### config.mk
export PLATFORM = sky130hd
export DESIGN_NAME = button_menu_navigator_unit
export DESIGN_NICKNAME = d
export VERILOG_FILES = /design/src/rtl/bmn_pkg.sv /design/src/rtl/bmn_core.sv /design/src/rtl/button_menu_navigator_unit.sv
export SDC_FILE = /design/constraint.sdc
export NUM_CORES = 1
export LEC_CHECK = 0
export ABC_AREA = 1
export ABC_CLOCK_PERIOD_IN_PS = 12800
export BUFFER_PORTS_ARGS = -buffer_cell sky130_fd_sc_hd__buf_2
export CAP_MARGIN = 15
export CORE_ASPECT_RATIO = 1.1
export CORE_UTILIZATION = 66
export CTS_BUF_LIST = sky130_fd_sc_hd__clkbuf_4 sky130_fd_sc_hd__clkbuf_8
export CTS_CLUSTER_DIAMETER = 200
export DETAILED_ROUTE_END_ITERATION = 7
export GPL_TIMING_DRIVEN = 0
export PLACE_DENSITY_LB_ADDON = 0.25
export SYNTH_ARGS = -nofsm -noshare
export SYNTH_HDL_FRONTEND = slang
export SYNTH_SLANG_ARGS = --single-unit
### constraint.sdc
create_clock -name clk -period 12.8 [get_ports clk]
set_input_delay 0.64 -clock clk [delete_from_list [all_inputs] [get_ports clk]]
set_output_delay 0.64 -clock clk [all_outputs]
set_load 0.05 [all_outputs]
### src/rtl/bmn_pkg.sv
package bmn_pkg;

  localparam int PAGE_COUNT = 6;
  localparam int NODE_PAGE_INDEX = 1;
  localparam int MAX_NODES = 64;

  localparam logic [2:0] PAGE_LAST = 3'(PAGE_COUNT - 1);
  localparam logic [2:0] NODE_PAGE = 3'(NODE_PAGE_INDEX);
  localparam logic [6:0] NODE_LIMIT = 7'(MAX_NODES);

  localparam logic [1:0] OP_SHORT = 2'd0;
  localparam logic [1:0] OP_LONG  = 2'd1;
  localparam logic [1:0] OP_TICK  = 2'd2;

  localparam logic [2:0] ADDR_IDLE_TIMEOUT = 3'd0;
  localparam logic [2:0] ADDR_VISIBLE_ROWS = 3'd4;

  localparam logic [3:0] VISIBLE_ROWS_RESET = 4'd6;

  typedef enum logic [1:0] {
    MODE_MENU   = 2'd0,
    MODE_PAGE   = 2'd1,
    MODE_DETAIL = 2'd2
  } mode_t;

  typedef struct packed {
    mode_t       mode;
    logic [2:0]  menu_pos;
    logic [2:0]  page_index;
    logic [6:0]  focus_index;
    logic [5:0]  detail_index;
    logic [15:0] idle_count;
    logic        blank_flag;
  } nav_state_t;

  typedef struct packed {
    logic [1:0] ui_mode;
    logic [2:0] menu_position;
    logic [2:0] current_page;
    logic [6:0] focus_position;
    logic [5:0] detail_node;
    logic       node_cursor_valid;
    logic [6:0] list_first;
    logic       screen_blanked;
  } nav_result_t;

endpackage

### src/rtl/bmn_core.sv
module bmn_core (
  input  bmn_pkg::nav_state_t  state_cur,
  input  logic [1:0]           opcode,
  input  logic [6:0]           node_count,
  input  logic [15:0]          idle_timeout,
  input  logic [3:0]           visible_rows,
  output bmn_pkg::nav_state_t  state_nxt,
  output bmn_pkg::nav_result_t result
);
  import bmn_pkg::*;

  function automatic logic on_node_page(nav_state_t s);
    return (s.mode == MODE_PAGE) && (s.page_index == NODE_PAGE);
  endfunction

  function automatic logic [6:0] ring_size(nav_state_t s, logic [6:0] n);
    return on_node_page(s) ? (n + 7'd2) : 7'd2;
  endfunction

  function automatic nav_state_t clamp(nav_state_t s, logic [6:0] n);
    nav_state_t r;
    logic [6:0] rs;
    r  = s;
    rs = ring_size(s, n);
    if (s.mode == MODE_DETAIL) begin
      if (n == 7'd0) begin
        r.mode        = MODE_PAGE;
        r.page_index  = NODE_PAGE;
        r.focus_index = 7'd0;
      end else if ({1'b0, s.detail_index} >= n) begin
        r.detail_index = 6'(n - 7'd1);
      end
    end else if (s.mode == MODE_PAGE) begin
      if (s.focus_index >= rs) r.focus_index = rs - 7'd1;
    end
    return r;
  endfunction

  function automatic nav_state_t press_short(nav_state_t s, logic [6:0] n);
    nav_state_t r;
    r = s;
    if (s.mode == MODE_MENU) begin
      r.menu_pos = (s.menu_pos == PAGE_LAST) ? 3'd0 : s.menu_pos + 3'd1;
    end else begin
      // focus is already below the ring size after the clamp
      r.focus_index = ((s.focus_index + 7'd1) >= ring_size(s, n)) ? 7'd0
                                                                  : s.focus_index + 7'd1;
    end
    return r;
  endfunction

  function automatic nav_state_t press_long(nav_state_t s, logic [6:0] n);
    nav_state_t r;
    logic [6:0] back;
    r    = s;
    back = ring_size(s, n) - 7'd2;
    if (s.mode == MODE_MENU) begin
      r.page_index  = s.menu_pos;
      r.focus_index = 7'd0;
      r.mode        = MODE_PAGE;
    end else if (s.mode == MODE_DETAIL) begin
      if (s.focus_index == 7'd0 || n == 7'd0) begin
        r.mode        = MODE_PAGE;
        r.page_index  = NODE_PAGE;
        r.focus_index = {1'b0, s.detail_index};
      end else begin
        r.detail_index = ({1'b0, s.detail_index} + 7'd1 >= n) ? 6'd0
                                                             : s.detail_index + 6'd1;
      end
    end else if (s.page_index == NODE_PAGE && s.focus_index < back) begin
      r.detail_index = s.focus_index[5:0];
      r.focus_index  = 7'd1;
      r.mode         = MODE_DETAIL;
    end else if (s.focus_index == back) begin
      r.mode = MODE_MENU;
    end else begin
      r.page_index  = (s.page_index == PAGE_LAST) ? 3'd0 : s.page_index + 3'd1;
      r.focus_index = 7'd0;
    end
    return r;
  endfunction

  logic [6:0]  n_sat;
  logic [15:0] idle_inc;
  nav_state_t  ev;
  nav_state_t  fin;
  logic        cursor_valid;
  logic [6:0]  rows_ext;

  assign n_sat    = (node_count > NODE_LIMIT) ? NODE_LIMIT : node_count;
  assign idle_inc = (state_cur.idle_count == 16'hFFFF) ? 16'hFFFF
                                                       : state_cur.idle_count + 16'd1;
  assign rows_ext = {3'd0, visible_rows};

  always_comb begin
    ev = state_cur;
    case (opcode) inside
      OP_SHORT, OP_LONG: begin
        // a press on a blanked panel only wakes it
        if (state_cur.blank_flag) begin
          ev.blank_flag = 1'b0;
        end else if (opcode == OP_SHORT) begin
          ev = press_short(clamp(state_cur, n_sat), n_sat);
        end else begin
          ev = press_long(clamp(state_cur, n_sat), n_sat);
        end
        ev.idle_count = 16'd0;
      end
      OP_TICK: begin
        ev.idle_count = idle_inc;
        if (!state_cur.blank_flag && idle_timeout != 16'd0 && idle_inc >= idle_timeout)
          ev.blank_flag = 1'b1;
      end
      default: ev = state_cur;
    endcase
  end

  assign fin          = ev.blank_flag ? ev : clamp(ev, n_sat);
  assign state_nxt    = fin;
  assign cursor_valid = on_node_page(fin) && (fin.focus_index < n_sat);

  always_comb begin
    result.ui_mode           = fin.mode;
    result.menu_position     = fin.menu_pos;
    result.current_page      = fin.page_index;
    result.focus_position    = fin.focus_index;
    result.detail_node       = fin.detail_index;
    result.node_cursor_valid = cursor_valid;
    result.screen_blanked    = fin.blank_flag;
    result.list_first        = 7'd0;
    if (cursor_valid && visible_rows != 4'd0 && fin.focus_index >= rows_ext)
      result.list_first = fin.focus_index - rows_ext + 7'd1;
  end

endmodule

### src/rtl/button_menu_navigator_unit.sv
// An accepted request goes through the input register, then the update logic into the
//   result register that drives the out_ ports.
// Throughput: one request per cycle unless stalled; state updates once per request.
// Reset (rst_n low, synchronous): launcher menu, all cursors and the idle count at zero,
//   screen on, idle timeout 0 (blanking off), 6 visible node rows, both stages empty.
module button_menu_navigator_unit (
  input  logic        clk,
  input  logic        rst_n,
  input  logic        in_valid,
  output logic        in_stall,
  input  logic [1:0]  in_opcode,
  input  logic [6:0]  in_node_count,
  output logic        out_valid,
  input  logic        out_stall,
  output logic [1:0]  out_ui_mode,
  output logic [2:0]  out_menu_position,
  output logic [2:0]  out_current_page,
  output logic [6:0]  out_focus_position,
  output logic [5:0]  out_detail_node,
  output logic        out_node_cursor_valid,
  output logic [6:0]  out_list_first,
  output logic        out_screen_blanked,
  input  logic        psel,
  input  logic        penable,
  input  logic        pwrite,
  input  logic [2:0]  paddr,
  input  logic [31:0] pwdata,
  output logic [31:0] prdata,
  output logic        pready
);
  import bmn_pkg::*;

  logic [15:0] idle_timeout_r;
  logic [3:0]  visible_rows_r;

  logic        s1_valid_r;
  logic [1:0]  s1_opcode_r;
  logic [6:0]  s1_node_count_r;

  nav_state_t  state_r;
  nav_state_t  state_nxt;
  nav_result_t result_nxt;
  nav_result_t result_r;
  logic        out_valid_r;

  logic        out_free;
  logic        s1_fire;
  logic        cfg_wr;

  assign out_free = !out_valid_r || !out_stall;
  assign s1_fire  = s1_valid_r && out_free;
  assign in_stall = s1_valid_r && !out_free;
  assign pready   = 1'b1;
  assign cfg_wr   = psel && penable && pwrite && pready;

  always_ff @(posedge clk) begin
    if (!rst_n) begin
      idle_timeout_r <= 16'd0;
      visible_rows_r <= VISIBLE_ROWS_RESET;
    end else if (cfg_wr) begin
      unique case (paddr)
        ADDR_IDLE_TIMEOUT: idle_timeout_r <= pwdata[15:0];
        ADDR_VISIBLE_ROWS: visible_rows_r <= pwdata[3:0];
        default: ;
      endcase
    end
  end

  always_comb begin
    unique case (paddr)
      ADDR_IDLE_TIMEOUT: prdata = {16'd0, idle_timeout_r};
      ADDR_VISIBLE_ROWS: prdata = {28'd0, visible_rows_r};
      default:           prdata = 32'd0;
    endcase
  end

  // input stage
  always_ff @(posedge clk) begin
    if (!rst_n) begin
      s1_valid_r <= 1'b0;
    end else if (!in_stall) begin
      s1_valid_r <= in_valid;
    end
  end

  always_ff @(posedge clk) begin
    if (in_valid && !in_stall) begin
      s1_opcode_r     <= in_opcode;
      s1_node_count_r <= in_node_count;
    end
  end

  bmn_core u_core (
    .state_cur    (state_r),
    .opcode       (s1_opcode_r),
    .node_count   (s1_node_count_r),
    .idle_timeout (idle_timeout_r),
    .visible_rows (visible_rows_r),
    .state_nxt    (state_nxt),
    .result       (result_nxt)
  );

  always_ff @(posedge clk) begin
    if (!rst_n) begin
      state_r     <= '{mode: MODE_MENU, default: '0};
      out_valid_r <= 1'b0;
    end else begin
      if (s1_fire) state_r <= state_nxt;
      if (out_free) out_valid_r <= s1_valid_r;
    end
  end

  always_ff @(posedge clk) begin
    if (s1_fire) result_r <= result_nxt;
  end

  assign out_valid             = out_valid_r;
  assign out_ui_mode           = result_r.ui_mode;
  assign out_menu_position     = result_r.menu_position;
  assign out_current_page      = result_r.current_page;
  assign out_focus_position    = result_r.focus_position;
  assign out_detail_node       = result_r.detail_node;
  assign out_node_cursor_valid = result_r.node_cursor_valid;
  assign out_list_first        = result_r.list_first;
  assign out_screen_blanked    = result_r.screen_blanked;

  a_fire_gives_result: assert property (@(posedge clk) disable iff (!rst_n)
    s1_fire |=> out_valid_r)
    else $error("processed request did not produce a result");

  a_cursor_on_node_page: assert property (@(posedge clk) disable iff (!rst_n)
    (out_valid_r && out_node_cursor_valid) |->
      (out_ui_mode == MODE_PAGE && out_current_page == NODE_PAGE))
    else $error("node cursor valid outside the nodes page");

  a_list_window: assert property (@(posedge clk) disable iff (!rst_n)
    out_valid_r |-> (out_list_first <= out_focus_position))
    else $error("list window starts past the focus");

  a_menu_range: assert property (@(posedge clk) disable iff (!rst_n)
    out_valid_r |-> (out_menu_position <= PAGE_LAST && out_current_page <= PAGE_LAST))
    else $error("menu or page index out of range");

endmodule
==> impl_metrics.tcl <==
set metrics [dict create \
    vias_per_cell 5.77 \
    fp.dieW_um 113 \
    slew_viol_final 0 \
    diodes 0 \
    io_buffers 82 \
    synthToLayoutAreaGrowth_pct 9.61 \
    finalHoldViolCount 0 \
    grt_start_max_net_pins 40 \
    r2r_end "out_list_first[6]" \
    cts_root_buffer "clkbuf_8" \
    fmax_mhz 96.2 \
    hp-class "in -> reg" \
    switchingPower_mw 0.405 \
    worst_path_dominant_cell_family "compound AO/OA/AOI/OAI gates" \
    synth.most_common_cell "nand2_1" \
    worstHoldPathCells 1 \
    drtAntennaViolNets 0 \
    seq_power_share_pct 37.0 \
    dr.pass1.iters 7 \
    fin_nets 1518 \
    clk_path_buf_depth 2 \
    async_flop_share_pct 0 \
    ctsHoldBuffers 0 \
    power_leakage_nw 4.80 \
    power_frac_clock_pct 20.6 \
    rsz0062_at_grt "false" \
    cts_tree "yes" \
    initial_core_util_pct 67.6 \
    pwr-share-comb_pct 42.4 \
    crit_path_top_delay_cell "ha_1" \
    grt_first_pass_wirelength_um 40200 \
    ys.flop_type "dfxtp_1" \
    cp-start-kind "flip-flop" \
    yosysUniqueCellTypes 58 \
    wirelength_um 25200 \
    insertion_delay_ns 0.39 \
    p_int_mw 0.558 \
    place_congestion 1.02 \
    drtIter0Drc 619 \
    critical_path_buf_inv_count 13 \
    total_power_mw 0.962 \
    synth.avg_cell_area_um2 7.04 \
    skew_ns 0.0135 \
    required_ns 13.06 \
    cts_buffers 9 \
    die-area_um2 14000 \
    cts.htree.levels 3 \
    reg2regPathDepth 58 \
    vias 8875 \
    cts_setup_buffers 0 \
    ios 116 \
    finalSetupViolCount 0 \
    max_stage_delay_ns 0.60 \
    dp_hpwl_um 20200 \
    drc 0 \
    ir_worst_vdd_mv 0.0694 \
    gr-total-overflow 0 \
    max_slew_margin_pct 34.0 \
    swShare_pct 42.0 \
    netlist_area_um2 8900 \
    cap_violations 0 \
    worstPathArrival_ns 10.66 \
    tightest_slew_ns 0.991 \
    grt_pass1_vias 8378 \
    ys_seq_elements 99 \
    cp_max_fo 10 \
    cts_sinks 99 \
    synth_area_leader_cell "dfxtp_1" \
    synthTopCellsByArea "dfxtp_1, ha_1, edfxtp_1" \
    layout-drive-gt1-share_pct 15.7 \
    synth_edf_count 39 \
    timing.final.crit_share_pct 81.2 \
    synthCells 1264 \
    antenna_found_initial 0 \
    clkSlewWorstSetupHoldPaths_ns 0.10 \
    worstReg2RegStart "s1_node_count_r[6]" \
    finalCriticalPeriod_ns 10.40 \
    min_from "in_opcode[1]" \
    synthTopCellsByCount "nand2_1, inv_1, a21oi_1, o21ai_0, nor2_1" \
    placeableCoreArea_um2 13200 \
    hold_path_end "s1_opcode_r[1]" \
    worstSetupPathType "reg -> reg" \
    seq_area_frac_synth_pct 26.7 \
    grtUsageTotal_pct 37.3 \
    ctsResizeCount 0 \
    cp_common_cell "inv_1" \
    fin_tns_setup_ns 0 \
    pwr_density_cell_nw_per_um2 98.6 \
    status "completed" \
    reg2reg_slack_ns 2.40 \
    endpoint_kind "flip-flop" \
    wl_per_cell_um 16.4 \
    synth_top_area_share_pct 13.5 \
    die-height_um 124 \
    core.rowCount 44 \
    yosysWarnings 0 \
]
metal layers:
metal | share of wire (%) | routed length, um | vias to the layer above | GRT usage [%]
met5 | 0 | 0 | - | 0
met4 | 4.9 | 1230 | 0 | 22.8
met3 | 7.4 | 1870 | 82 | 5.60
met2 | 49 | 12300 | 366 | 66.2
met1 | 39 | 9830 | 4045 | 42.7
li1 | - | - | 4382 | -
power by group through the flow:
stage | Combinational (mW) | Clock, mW | Sequential [mW]
finish | 0.408 | 0.198 | 0.356
global route | 0.452 | 0.210 | 0.358
CTS | 0.402 | 0.199 | 0.356
detailed placement | 0.400 | 0 | 0.363
global placement | 0.388 | 0 | 0.362
floorplan | 0.282 | 0 | 0.384
placed cells by master (no fill, tap or decap), types with 4 or more instances in the layout:
master / n
inv_2: 16
nor2_1: 96
clkbuf_8: 11
nand3_2: 10
nor3_1: 16
dfxtp_1: 60
nand2_2: 17
inv_1: 194
edfxtp_1: 39
a22oi_1: 6
buf_4: 19
o21a_1: 4
xor2_1: 14
nand4_1: 21
a21oi_1: 103
nand2_1: 225
xnor2_1: 8
nand3_1: 55
o22ai_1: 7
o211ai_1: 14
o21ai_0: 101
clkbuf_1: 21
or2_2: 8
buf_2: 82
a211oi_1: 4
o21ai_1: 11
ha_1: 94
nand2_4: 6
nor2_2: 15
nor4_1: 6
a21boi_0: 6
clkinv_1: 8
a31oi_1: 9
nor2_4: 8
conb_1: 17
a21o_1: 4
kinds of logic (layout without fill, tap and decap cells):
family	Yosys count	count (layout)	synth area share, %
simple gates	501	501	27.6
compound gates	281	281	17.7
buf+inv	262	360	12.1
flops	99	99	26.7
fa+ha+maj	95	95	13.4
xor+xnor	22	22	2.16
other cells	2	17	0.0844
mux	2	2	0.239
how the worst max path moves through the flow:
stage | start | endpoint | slack (ns) | cells after the start
global route | s1_node_count_r[6] | out_list_first[6] | 1.51 | 58
floorplan | s1_node_count_r[6] | out_list_first[6] | 4.50 | 58
finish | s1_node_count_r[6] | out_list_first[6] | 2.40 | 58
global placement | s1_node_count_r[6] | out_list_first[6] | 2.79 | 58
detailed placement | s1_node_count_r[6] | out_list_first[6] | 2.64 | 58
CTS | s1_node_count_r[6] | out_list_first[6] | 2.60 | 58
layout make-up:
class | count | area [um^2]
Multi-Input combinational cell | 918 | 5510
Fill cell | 1097 | 3400
Sequential cell | 99 | 2370
Inverter | 218 | 826
Timing Repair Buffer | 82 | 410
Buffer | 44 | 253
Tap cell | 161 | 201
Clock buffer | 11 | 151
Clock inverter | 5 | 35.0
through the flow:
stage,instances,util [%],instance area (um^2),hold slack [ns],worst slack (ns)
after floorplan,1279,-,8960,0.445,4.50
after global placement,1522,72.7,9570,0.454,2.79
after detailed placement,1522,72.7,9570,0.457,2.64
after CTS,1538,74.2,9760,0.403,2.60
after global routing,1538,74.2,9760,0.405,1.51
final,1538,74.2,9760,0.417,2.40
state kept, by name, indices dropped and copies added, names as in the netlist, 3 cells and up:
| name | count |
|---|---|
| out_focus_position | 7 |
| state_r | 38 |
| out_current_page | 3 |
| visible_rows_r | 4 |
| out_detail_node | 6 |
| idle_timeout_r | 16 |
| out_menu_position | 3 |
| out_list_first | 7 |
| s1_node_count_r | 7 |
Note: power is estimated with default switching activity, not from simulation.
